## config.mk

```make
export PLATFORM = sky130hd
export DESIGN_NAME = hermite_spline_stream_tessellator
export DESIGN_NICKNAME = d
export VERILOG_FILES = /design/src/design/hsst_pkg.sv /design/src/design/hsst_basis.sv /design/src/design/hsst_lane.sv /design/src/design/hsst_merge.sv /design/src/design/hermite_spline_stream_tessellator.sv
export VERILOG_INCLUDE_DIRS = /design/src /design/src/design
export SDC_FILE = /design/constraint.sdc
export NUM_CORES = 2
export LEC_CHECK = 0
export BUFFER_PORTS_ARGS = -buffer_cell sky130_fd_sc_hd__buf_2
export CAP_MARGIN = 20
export CORE_MARGIN = 10
export CORE_UTILIZATION = 40
export DETAILED_ROUTE_END_ITERATION = 10
export HOLD_SLACK_MARGIN = 0.1
export PLACE_DENSITY_LB_ADDON = 0.12
export SLEW_MARGIN = 10
export SYNTH_ARGS = -nofsm -noshare
export SYNTH_HDL_FRONTEND = slang
export SYNTH_SLANG_ARGS = --single-unit
```

## constraint.sdc

```tcl
create_clock -name aclk -period 8.7 [get_ports aclk]
set_input_delay 1.305 -clock aclk [delete_from_list [all_inputs] [get_ports aclk]]
set_output_delay 1.305 -clock aclk [all_outputs]
set_load 0.005 [all_outputs]
```

## src/design/hermite_spline_stream_tessellator_defines.svh

```systemverilog
// assertion macros used by the tessellator top level
// no dependencies; NO_ASSERTIONS removes every check
`ifndef HERMITE_SPLINE_STREAM_TESSELLATOR_DEFINES_SVH
`define HERMITE_SPLINE_STREAM_TESSELLATOR_DEFINES_SVH
`ifndef NO_ASSERTIONS
// condition holds at every edge out of reset
`define HSST_ASSERT_ALWAYS(lbl, clk, rstn, cond) \
    lbl: assert property (@(posedge clk) disable iff (!(rstn)) (cond)) \
        else $error("hsst check failed");
// consequent holds on the edge after the antecedent
`define HSST_ASSERT_NEXT(lbl, clk, rstn, ante, cons) \
    lbl: assert property (@(posedge clk) disable iff (!(rstn)) (ante) |=> (cons)) \
        else $error("hsst check failed");
`else
`define HSST_ASSERT_ALWAYS(lbl, clk, rstn, cond)
`define HSST_ASSERT_NEXT(lbl, clk, rstn, ante, cons)
`endif
`endif

```

## src/design/hsst_pkg.sv

```systemverilog
// shared types and constants of the hermite spline tessellator
// no dependencies
package hsst_pkg;

    localparam int COORD_W         = 16;
    localparam int STEP_W          = 7;
    localparam int DEF_MAX_STEPS   = 64;
    localparam int DEF_FRAC_BITS   = 16;
    localparam logic [STEP_W-1:0] STEP_RESET = 7'd16;

    typedef struct packed {
        logic signed [COORD_W-1:0] point_x;
        logic signed [COORD_W-1:0] point_y;
        logic                      final_point;
    } in_item_t;

    typedef struct packed {
        logic signed [COORD_W-1:0] from_x;
        logic signed [COORD_W-1:0] from_y;
        logic signed [COORD_W-1:0] to_x;
        logic signed [COORD_W-1:0] to_y;
        logic                      run_last;
        logic                      curve_last;
    } out_item_t;

    typedef struct packed {
        logic div_start;
        logic t_adv;
        logic sq_en;
        logic cube_en;
        logic h_en;
    } basis_ctrl_t;

    typedef struct packed {
        logic load_first;
        logic load;
        logic run_last;
        logic curve_last;
    } merge_ctrl_t;

endpackage

```

## src/design/hsst_basis.sv

```systemverilog
// parameter t generator and hermite basis weights h00 h01 h10 h11
// depends on hsst_pkg
module hsst_basis #(
    parameter int FRAC_BITS = hsst_pkg::DEF_FRAC_BITS
) (
    input  logic                              aclk,
    input  logic                              aresetn,
    input  hsst_pkg::basis_ctrl_t             ctrl,
    input  logic [hsst_pkg::STEP_W-1:0]       steps,
    output logic                              div_done,
    output logic [3:0][FRAC_BITS+3:0]         h_flat
);
    localparam int TW = FRAC_BITS + 1;
    localparam int QW = FRAC_BITS + 2;
    localparam int DW = hsst_pkg::STEP_W + 1;
    localparam int HW = FRAC_BITS + 4;
    localparam int CW = $clog2(QW + 1);
    localparam logic [2*TW-1:0] HALF = (2*TW)'(1) << (FRAC_BITS - 1);
    localparam logic signed [HW-1:0] ONE = HW'(1) << FRAC_BITS;

    logic [DW-1:0] d_reg, rem_reg, rem_next;
    logic [QW-1:0] q_reg, q_next;
    logic [CW-1:0] cnt_reg;
    logic          busy_reg;
    logic [DW:0]   sh;
    logic [TW-1:0] tq_reg, t2_reg, t3_reg;
    logic [DW-1:0] tr_reg;
    logic [DW:0]   rsum;
    logic [2*TW-1:0] sq_prod, cu_prod;
    logic signed [HW-1:0] te, t2e, t3e;
    logic [3:0][HW-1:0] h_reg;

    // restoring division of 2^(F+1) by twice the step count
    always_comb begin
        sh = {rem_reg, (cnt_reg == CW'(QW))};
        if (sh >= {1'b0, d_reg}) begin
            rem_next = DW'(sh - {1'b0, d_reg});
            q_next   = {q_reg[QW-2:0], 1'b1};
        end else begin
            rem_next = sh[DW-1:0];
            q_next   = {q_reg[QW-2:0], 1'b0};
        end
    end

    always_ff @(posedge aclk) begin
        if (!aresetn) begin
            busy_reg <= 1'b0;
            cnt_reg  <= '0;
        end else if (ctrl.div_start) begin
            busy_reg <= 1'b1;
            cnt_reg  <= CW'(QW);
        end else if (busy_reg) begin
            cnt_reg <= cnt_reg - CW'(1);
            if (cnt_reg == CW'(1)) begin
                busy_reg <= 1'b0;
            end
        end
    end

    always_ff @(posedge aclk) begin
        if (ctrl.div_start) begin
            d_reg   <= {steps, 1'b0};
            rem_reg <= '0;
            q_reg   <= '0;
        end else if (busy_reg) begin
            rem_reg <= rem_next;
            q_reg   <= q_next;
        end
    end

    assign div_done = !busy_reg;

    // t walks by quotient and remainder of the step
    assign rsum = {1'b0, tr_reg} + {1'b0, rem_reg};

    always_ff @(posedge aclk) begin
        if (ctrl.div_start) begin
            tq_reg <= '0;
            tr_reg <= {1'b0, steps};
        end else if (ctrl.t_adv) begin
            if (rsum >= {1'b0, d_reg}) begin
                tr_reg <= DW'(rsum - {1'b0, d_reg});
                tq_reg <= tq_reg + q_reg[TW-1:0] + TW'(1);
            end else begin
                tr_reg <= rsum[DW-1:0];
                tq_reg <= tq_reg + q_reg[TW-1:0];
            end
        end
    end

    // square and cube, one multiplier each, registered in successive states
    assign sq_prod = tq_reg * tq_reg + HALF;
    assign cu_prod = t2_reg * tq_reg + HALF;

    always_ff @(posedge aclk) begin
        if (ctrl.sq_en) begin
            t2_reg <= sq_prod[FRAC_BITS +: TW];
        end
        if (ctrl.cube_en) begin
            t3_reg <= cu_prod[FRAC_BITS +: TW];
        end
    end

    // basis weights
    assign te  = HW'(tq_reg);
    assign t2e = HW'(t2_reg);
    assign t3e = HW'(t3_reg);

    always_ff @(posedge aclk) begin
        if (ctrl.h_en) begin
            h_reg[0] <= HW'(2 * t3e - 3 * t2e + ONE);
            h_reg[1] <= HW'(3 * t2e - 2 * t3e);
            h_reg[2] <= HW'(t3e - 2 * t2e + te);
            h_reg[3] <= HW'(t3e - t2e);
        end
    end

    assign h_flat = h_reg;

endmodule

```

## src/design/hsst_lane.sv

```systemverilog
// one coordinate lane: multiply-accumulate of four terms, round, saturate
// depends on hsst_pkg
module hsst_lane #(
    parameter int FRAC_BITS = hsst_pkg::DEF_FRAC_BITS
) (
    input  logic                                aclk,
    input  logic                                mac_en,
    input  logic                                clear,
    input  logic signed [hsst_pkg::COORD_W:0]   coef,
    input  logic signed [FRAC_BITS+3:0]         weight,
    output logic signed [hsst_pkg::COORD_W-1:0] result
);
    localparam int CW  = hsst_pkg::COORD_W;
    localparam int HW  = FRAC_BITS + 4;
    localparam int PW  = CW + 1 + HW;
    localparam int AW  = PW + 2;
    localparam int SW  = AW - FRAC_BITS;
    localparam logic signed [AW-1:0] HALF = AW'(1) << (FRAC_BITS - 1);
    localparam logic signed [SW-1:0] HI = SW'((1 << (CW - 1)) - 1);
    localparam logic signed [SW-1:0] LO = -HI - SW'(1);

    logic signed [PW-1:0] prod;
    logic signed [AW-1:0] acc_reg, acc_next, rnd;
    logic signed [SW-1:0] shifted;

    // accumulate one term per cycle while mac_en is high
    assign prod     = PW'(coef) * PW'(weight);
    assign acc_next = (clear ? AW'(0) : acc_reg) + AW'(prod);

    always_ff @(posedge aclk) begin
        if (mac_en) begin
            acc_reg <= acc_next;
        end
    end

    // round half up, then clamp to coordinate range
    assign rnd     = acc_reg + HALF;
    assign shifted = SW'(rnd >>> FRAC_BITS);

    always_comb begin
        if (shifted > HI) begin
            result = HI[CW-1:0];
        end else if (shifted < LO) begin
            result = LO[CW-1:0];
        end else begin
            result = shifted[CW-1:0];
        end
    end

endmodule

```

## src/design/hsst_merge.sv

```systemverilog
// merge stage: joins lane results into line segments and holds the output
// depends on hsst_pkg
module hsst_merge (
    input  logic                                aclk,
    input  logic                                aresetn,
    input  hsst_pkg::merge_ctrl_t               ctrl,
    input  logic signed [hsst_pkg::COORD_W-1:0] start_x,
    input  logic signed [hsst_pkg::COORD_W-1:0] start_y,
    input  logic signed [hsst_pkg::COORD_W-1:0] lane_x,
    input  logic signed [hsst_pkg::COORD_W-1:0] lane_y,
    output logic                                slot_free,
    output hsst_pkg::out_item_t                 m_data,
    output logic                                m_valid,
    input  logic                                m_ready
);
    logic signed [hsst_pkg::COORD_W-1:0] from_x_reg, from_y_reg;
    hsst_pkg::out_item_t out_reg;
    logic valid_reg;

    assign slot_free = !valid_reg || m_ready;

    // segment start tracking
    always_ff @(posedge aclk) begin
        if (ctrl.load_first) begin
            from_x_reg <= start_x;
            from_y_reg <= start_y;
        end else if (ctrl.load) begin
            from_x_reg <= lane_x;
            from_y_reg <= lane_y;
        end
    end

    // output register
    always_ff @(posedge aclk) begin
        if (ctrl.load) begin
            out_reg.from_x     <= from_x_reg;
            out_reg.from_y     <= from_y_reg;
            out_reg.to_x       <= lane_x;
            out_reg.to_y       <= lane_y;
            out_reg.run_last   <= ctrl.run_last;
            out_reg.curve_last <= ctrl.curve_last;
        end
    end

    always_ff @(posedge aclk) begin
        if (!aresetn) begin
            valid_reg <= 1'b0;
        end else if (ctrl.load) begin
            valid_reg <= 1'b1;
        end else if (m_ready) begin
            valid_reg <= 1'b0;
        end
    end

    assign m_data  = out_reg;
    assign m_valid = valid_reg;

endmodule

```

## src/design/hermite_spline_stream_tessellator.sv

```systemverilog
// top level of the streaming hermite spline tessellator
// depends on hsst_pkg, hsst_basis, hsst_lane, hsst_merge and the defines header
//
// Usage: control points enter on s_valid/s_ready/s_data, one per transfer.
// Each point from the fourth on produces step_count line segments on
// m_valid/m_ready/m_data; earlier points only fill the three-point window.
// A point flagged final ends the curve and empties the window.
// step_count is to be written on cfg_valid/cfg_ready/cfg_data while idle;
// the block itself does not enforce this. 0 acts as 1 and values above
// MAX_STEPS act as MAX_STEPS. A point that only fills the window leaves
// the sequencer idle. A point that emits runs the step division, then per
// segment t advance, square, cube, basis, four multiply-accumulate steps in
// the x and y lanes and output load; no new point is taken before its last segment is loaded.
// The single lane multiplier per coordinate sets the per-segment cost.
// The last segment sits in the output register while the next point is taken.
// Reset clears the window count, the step count (to 16) and the output valid.
// When the receiver stalls, work pauses at the output load until it drains.
module hermite_spline_stream_tessellator #(
    parameter int MAX_STEPS = hsst_pkg::DEF_MAX_STEPS,
    parameter int FRAC_BITS = hsst_pkg::DEF_FRAC_BITS
) (
    input  logic                          aclk,
    input  logic                          aresetn,
    input  logic                          s_valid,
    output logic                          s_ready,
    input  hsst_pkg::in_item_t            s_data,
    output logic                          m_valid,
    input  logic                          m_ready,
    output hsst_pkg::out_item_t           m_data,
    input  logic                          cfg_valid,
    output logic                          cfg_ready,
    input  logic [hsst_pkg::STEP_W-1:0]   cfg_data
);
`include "hermite_spline_stream_tessellator_defines.svh"

    localparam int CW = hsst_pkg::COORD_W;
    localparam int SWD = hsst_pkg::STEP_W;
    localparam int HW = FRAC_BITS + 4;

    localparam logic [2:0] S_IDLE = 3'd0;
    localparam logic [2:0] S_DIV  = 3'd1;
    localparam logic [2:0] S_ADV  = 3'd2;
    localparam logic [2:0] S_SQ   = 3'd3;
    localparam logic [2:0] S_CUBE = 3'd4;
    localparam logic [2:0] S_HB   = 3'd5;
    localparam logic [2:0] S_MAC  = 3'd6;
    localparam logic [2:0] S_OUT  = 3'd7;

    logic [2:0] state_reg, state_next;
    logic [SWD-1:0] step_reg, steps_eff, n_reg, j_reg;
    logic [1:0] held_reg, phase_reg;
    logic fin_reg;
    logic signed [CW-1:0] wx_reg [3];
    logic signed [CW-1:0] wy_reg [3];
    logic signed [CW:0] opx_reg [4];
    logic signed [CW:0] opy_reg [4];
    logic in_acc, emit, div_done, slot_free, seg_last;
    logic signed [CW-1:0] res_x, res_y;
    logic [3:0][HW-1:0] h_flat;
    hsst_pkg::basis_ctrl_t bctl;
    hsst_pkg::merge_ctrl_t mctl;

    // configuration register
    assign cfg_ready = 1'b1;

    always_ff @(posedge aclk) begin
        if (!aresetn) begin
            step_reg <= hsst_pkg::STEP_RESET;
        end else if (cfg_valid) begin
            step_reg <= cfg_data;
        end
    end

    always_comb begin
        if (step_reg == '0) begin
            steps_eff = SWD'(1);
        end else if (step_reg > SWD'(MAX_STEPS)) begin
            steps_eff = SWD'(MAX_STEPS);
        end else begin
            steps_eff = step_reg;
        end
    end

    assign s_ready = (state_reg == S_IDLE);
    assign in_acc  = s_valid && s_ready;
    assign emit    = (held_reg == 2'd3);

    // point window and operand capture
    always_ff @(posedge aclk) begin
        if (!aresetn) begin
            held_reg <= '0;
        end else if (in_acc) begin
            if (s_data.final_point) begin
                held_reg <= '0;
            end else if (!emit) begin
                held_reg <= held_reg + 2'd1;
            end
        end
    end

    always_ff @(posedge aclk) begin
        if (in_acc) begin
            if (emit) begin
                wx_reg[0] <= wx_reg[1];
                wy_reg[0] <= wy_reg[1];
                wx_reg[1] <= wx_reg[2];
                wy_reg[1] <= wy_reg[2];
                wx_reg[2] <= s_data.point_x;
                wy_reg[2] <= s_data.point_y;
                opx_reg[0] <= (CW+1)'(wx_reg[1]);
                opy_reg[0] <= (CW+1)'(wy_reg[1]);
                opx_reg[1] <= (CW+1)'(wx_reg[2]);
                opy_reg[1] <= (CW+1)'(wy_reg[2]);
                opx_reg[2] <= (CW+1)'(wx_reg[1]) - (CW+1)'(wx_reg[0]);
                opy_reg[2] <= (CW+1)'(wy_reg[1]) - (CW+1)'(wy_reg[0]);
                if (s_data.final_point) begin
                    opx_reg[3] <= (CW+1)'(s_data.point_x) - (CW+1)'(wx_reg[2]);
                    opy_reg[3] <= (CW+1)'(s_data.point_y) - (CW+1)'(wy_reg[2]);
                end else begin
                    opx_reg[3] <= (CW+1)'(wx_reg[2]) - (CW+1)'(wx_reg[1]);
                    opy_reg[3] <= (CW+1)'(wy_reg[2]) - (CW+1)'(wy_reg[1]);
                end
                fin_reg <= s_data.final_point;
                n_reg   <= steps_eff;
            end else begin
                wx_reg[held_reg] <= s_data.point_x;
                wy_reg[held_reg] <= s_data.point_y;
            end
        end
    end

    // segment sequencer
    assign seg_last = (j_reg == n_reg);

    always_comb begin
        state_next = state_reg;
        unique case (state_reg)
            S_IDLE: if (in_acc && emit) state_next = S_DIV;
            S_DIV:  if (div_done) state_next = S_ADV;
            S_ADV:  state_next = S_SQ;
            S_SQ:   state_next = S_CUBE;
            S_CUBE: state_next = S_HB;
            S_HB:   state_next = S_MAC;
            S_MAC:  if (phase_reg == 2'd3) state_next = S_OUT;
            S_OUT: begin
                if (slot_free) state_next = seg_last ? S_IDLE : S_ADV;
            end
            default: state_next = S_IDLE;
        endcase
    end

    always_ff @(posedge aclk) begin
        if (!aresetn) begin
            state_reg <= S_IDLE;
            phase_reg <= '0;
            j_reg     <= '0;
        end else begin
            state_reg <= state_next;
            if (state_reg == S_MAC) begin
                phase_reg <= phase_reg + 2'd1;
            end
            if (in_acc) begin
                j_reg <= '0;
            end else if (state_reg == S_ADV) begin
                j_reg <= j_reg + SWD'(1);
            end
        end
    end

    always_comb begin
        bctl.div_start = in_acc && emit;
        bctl.t_adv     = (state_reg == S_ADV);
        bctl.sq_en     = (state_reg == S_SQ);
        bctl.cube_en   = (state_reg == S_CUBE);
        bctl.h_en      = (state_reg == S_HB);
        mctl.load_first = in_acc && emit;
        mctl.load       = (state_reg == S_OUT) && slot_free;
        mctl.run_last   = seg_last;
        mctl.curve_last = seg_last && fin_reg;
    end

    hsst_basis #(.FRAC_BITS(FRAC_BITS)) u_basis (
        .aclk     (aclk),
        .aresetn  (aresetn),
        .ctrl     (bctl),
        .steps    (steps_eff),
        .div_done (div_done),
        .h_flat   (h_flat)
    );

    hsst_lane #(.FRAC_BITS(FRAC_BITS)) u_lane_x (
        .aclk   (aclk),
        .mac_en (state_reg == S_MAC),
        .clear  (phase_reg == 2'd0),
        .coef   (opx_reg[phase_reg]),
        .weight (h_flat[phase_reg]),
        .result (res_x)
    );

    hsst_lane #(.FRAC_BITS(FRAC_BITS)) u_lane_y (
        .aclk   (aclk),
        .mac_en (state_reg == S_MAC),
        .clear  (phase_reg == 2'd0),
        .coef   (opy_reg[phase_reg]),
        .weight (h_flat[phase_reg]),
        .result (res_y)
    );

    hsst_merge u_merge (
        .aclk      (aclk),
        .aresetn   (aresetn),
        .ctrl      (mctl),
        .start_x   (wx_reg[1]),
        .start_y   (wy_reg[1]),
        .lane_x    (res_x),
        .lane_y    (res_y),
        .slot_free (slot_free),
        .m_data    (m_data),
        .m_valid   (m_valid),
        .m_ready   (m_ready)
    );

    // checks
    `HSST_ASSERT_NEXT(a_final_clears, aclk, aresetn, in_acc && s_data.final_point, held_reg == 2'd0)
    `HSST_ASSERT_ALWAYS(a_curve_implies_run, aclk, aresetn, !m_valid || !m_data.curve_last || m_data.run_last)
    `HSST_ASSERT_ALWAYS(a_load_slot_free, aclk, aresetn, !mctl.load || !m_valid || m_ready)
    `HSST_ASSERT_ALWAYS(a_seg_count, aclk, aresetn, state_reg == S_IDLE || j_reg <= n_reg)

endmodule

```

==> qor.csv <==
stage;metric;value;unit
logic_synthesis;syn_nets;9965;
cts;clock-root-buffer;clkbuf_16;
drt;drt_iter0_markers;3159;
place;detailed_place_hpwl;175;mm
sta;slew_viol_final;0;
drt;drt_first_pass_iters;5;
logic_synthesis;ys.flop_type;edfxtp_1;
cts;clkLatencyLatePin;740;ps
layout;drive_gt1_frac;0.0706;
floorplan;die_y;465;µm
logic_synthesis;synthTopCellsByCount;1697 x inv_1, 1236 x fa_1, 855 x nand2_1, 711 x ha_1, 530 x edfxtp_1;
logic_synthesis;ys_types;90;
critical_path;reg2regPathDepth;25;
critical_path;reg2reg_slack;770;ps
drt;ant_nets;0;
critical_path;crit_path_start_kind;flop;
place;gp_congestion;0.877;
logic_synthesis;synth_edf_count;530;
critical_path;r2r_end;u_lane_x.acc_reg[37];
global_route;grt_first_pass_wirelength;345;mm
critical_path;cp_slowest_cell;dfxtp_2;
logic_synthesis;ys_seq_area_frac;0.219;
outcome;status;finished, final reports clean;
drt;drcViolationCount;0;
layout;largest_reg_flops;77;
sta;fin_crit_sh;0.912;
sta;max_freq;126;MHz
cts;htree_levels;3;
layout;syn2layout_area_growth;8.49;%
global_route;grt_use_total;0.203;
logic_synthesis;synth_top_cell_by_area;fa_1;
logic_synthesis;netlist_instances;7973;
place;port_buffers;112;
floorplan;die_x;465;µm
global_route;grt_max_degree;85;
cts;cts_tree;done;
critical_path;worstSetupPathType;flop to flop;
floorplan;io_pins;114;
logic_synthesis;yosys_warnings;0;
layout;nNetsFinal;10019;
drt;routed_via_density;5.04;
sta;maxSlewHeadroom;0.209;
critical_path;cp_max_fo;15;
global_route;antenna_found_initial;13;
hold_path;hold_start;u_merge.from_y_reg[0];
cts;cts_resized;0;
hold_path;hp-class;flop to flop;
drt;drt-wirelength-per-cell;20.2;µm
logic_synthesis;synthTopCellsByArea;fa_1 31%, edfxtp_1 20%, ha_1 11%, inv_1 8.0%, nand2_1 4.1%;
cts;cts_buffer_depth;3;
global_route;grt-ovfl-total;0;
logic_synthesis;yosysMostFrequentCell;inv_1;
sta;layout_min_cycle_time;7930;ps
logic_synthesis;synth_area;79200;µm²
floorplan;initial_utilization;0.402;
cts;cts.clk_slew.worst_paths;60;ps
logic_synthesis;synth.top_cell.area_share;0.312;
floorplan;core;197000;µm²
critical_path;end_kind;flop;
critical_path;r2r_start;phase_reg[0];
critical_path;cpMostUsedCell;fa_1;
sta;grt_setup_unrepaired;no;
sta;worst_slew_pin_slew;1180;ps
logic_synthesis;synthArstFlopShare;0;
cts;numCtsBuffers;80;
sta;finalSetupViolCount;0;
sta;fin_skew;72.7;ps
cts;post-cts-setup-buffer-count;0;
hold_path;hold-path-endpoint;u_merge.m_data[34];
drt;num_vias;54110;
logic_synthesis;avgSynthCellArea;9.94;µm²
drt;routed_wl;217;mm
hold_path;hold_depth;0;
floorplan;rows;163;
critical_path;cp_data_required_time;9170;ps
cts;clock-sinks;603;
sta;hold_viol;0;
floorplan;die_area;216000;µm²
logic_synthesis;synth_seq_cells;603;
critical_path;critPathArrivalTime;8410;ps
cts;cts_hold_buffers;0;
sta;finalSetupTns;0;ps
job;cap_violations;0;
global_route;grt_pass1_vias;58353;
critical_path;slowest_delay;530;ps
-- cell type report --
class | instances | area [µm²]
clock inverter | 47 | 642
inverter | 1703 | 6400
antenna | 10 | 25.0
clock buffer | 99 | 2170
sequential | 603 | 17400
tap | 2640 | 3300
timing repair buffer | 239 | 1530
multi-input combinational | 5400 | 54500
fill | 19197 | 111000
-- cells in the final DEF, fill, tap and decap left out, drive strengths merged, types with 32 or more instances in the layout --
master  count
a21o       83
a21oi     215
and2      281
and3       32
buf       239
clkbuf     99
clkinv     35
dfxtp      73
edfxtp    530
fa       1236
ha        711
inv      1700
mux2       97
mux2i      51
mux4       43
nand2     856
nand2b    103
nand3      90
nor2      424
nor2b      98
nor3       77
o21a       40
o21ai     204
or3        35
xnor2     251
xor2      111
-- critical path, delay by kind of cell, from the launching register on --
| family | cells | cell delay [ps] |
|---|---|---|
| compound gates | 8 | 2510 |
| xor+xnor | 1 | 140 |
| fa+ha+maj | 7 | 2860 |
| buf+inv | 5 | 500 |
| flops | 1 | 530 |
| mux | 1 | 360 |
| simple gates | 3 | 820 |
-- metrics by stage --
stage / area [µm²] / cells / utilization / hold slack, ps / worst slack (ps)
5_1_grt: 85900 / 10736 / 0.436 / 417 / 232
2_1_floorplan: 79200 / 7973 / - / 400 / 813
3_3_place_gp: 83100 / 10585 / 0.421 / 401 / 685
4_1_cts: 85900 / 10731 / 0.436 / 403 / 741
3_5_place_dp: 83100 / 10585 / 0.421 / 405 / 652
6_report: 85900 / 10741 / 0.436 / 408 / 767
-- cells by family after synthesis --
group | Yosys count | share of synthesized area
compound gates | 803 | 0.0651
xor+xnor | 362 | 0.0400
fa+ha+maj | 1947 | 0.425
buf+inv | 1970 | 0.0936
flops | 603 | 0.219
mux | 191 | 0.0330
other cells | 1 | 0.0000473
simple gates | 2096 | 0.124
-- worst max-delay path by stage --
| stage | start | end | cells past startpoint |
|---|---|---|---|
| after global placement | phase_reg[0] | u_lane_x.acc_reg[37] | 25 |
| after detailed placement | phase_reg[0] | u_lane_x.acc_reg[37] | 25 |
| after global routing | flop | u_lane_x.acc_reg[38] | 24 |
| final | phase_reg[0] | u_lane_x.acc_reg[37] | 25 |
| after floorplan | flop | u_lane_x.acc_reg[38] | 27 |
| after CTS | phase_reg[0] | u_lane_x.acc_reg[37] | 25 |
-- metal layers --
layer / wire, µm / GRT usage / vias to the layer above / share of wire
li1: - / - / 25226 / -
met1: 98300 / 0.278 / 27683 / 0.45
met2: 105000 / 0.344 / 979 / 0.48
met3: 9030 / 0.0248 / 218 / 0.042
met4: 5030 / 0.0493 / 4 / 0.023
met5: 19 / 0 / - / 0.000088
Power is left out: the tool's default activity adds up to more than one toggle a clock period on the data nets, which glitch-free logic cannot reach.
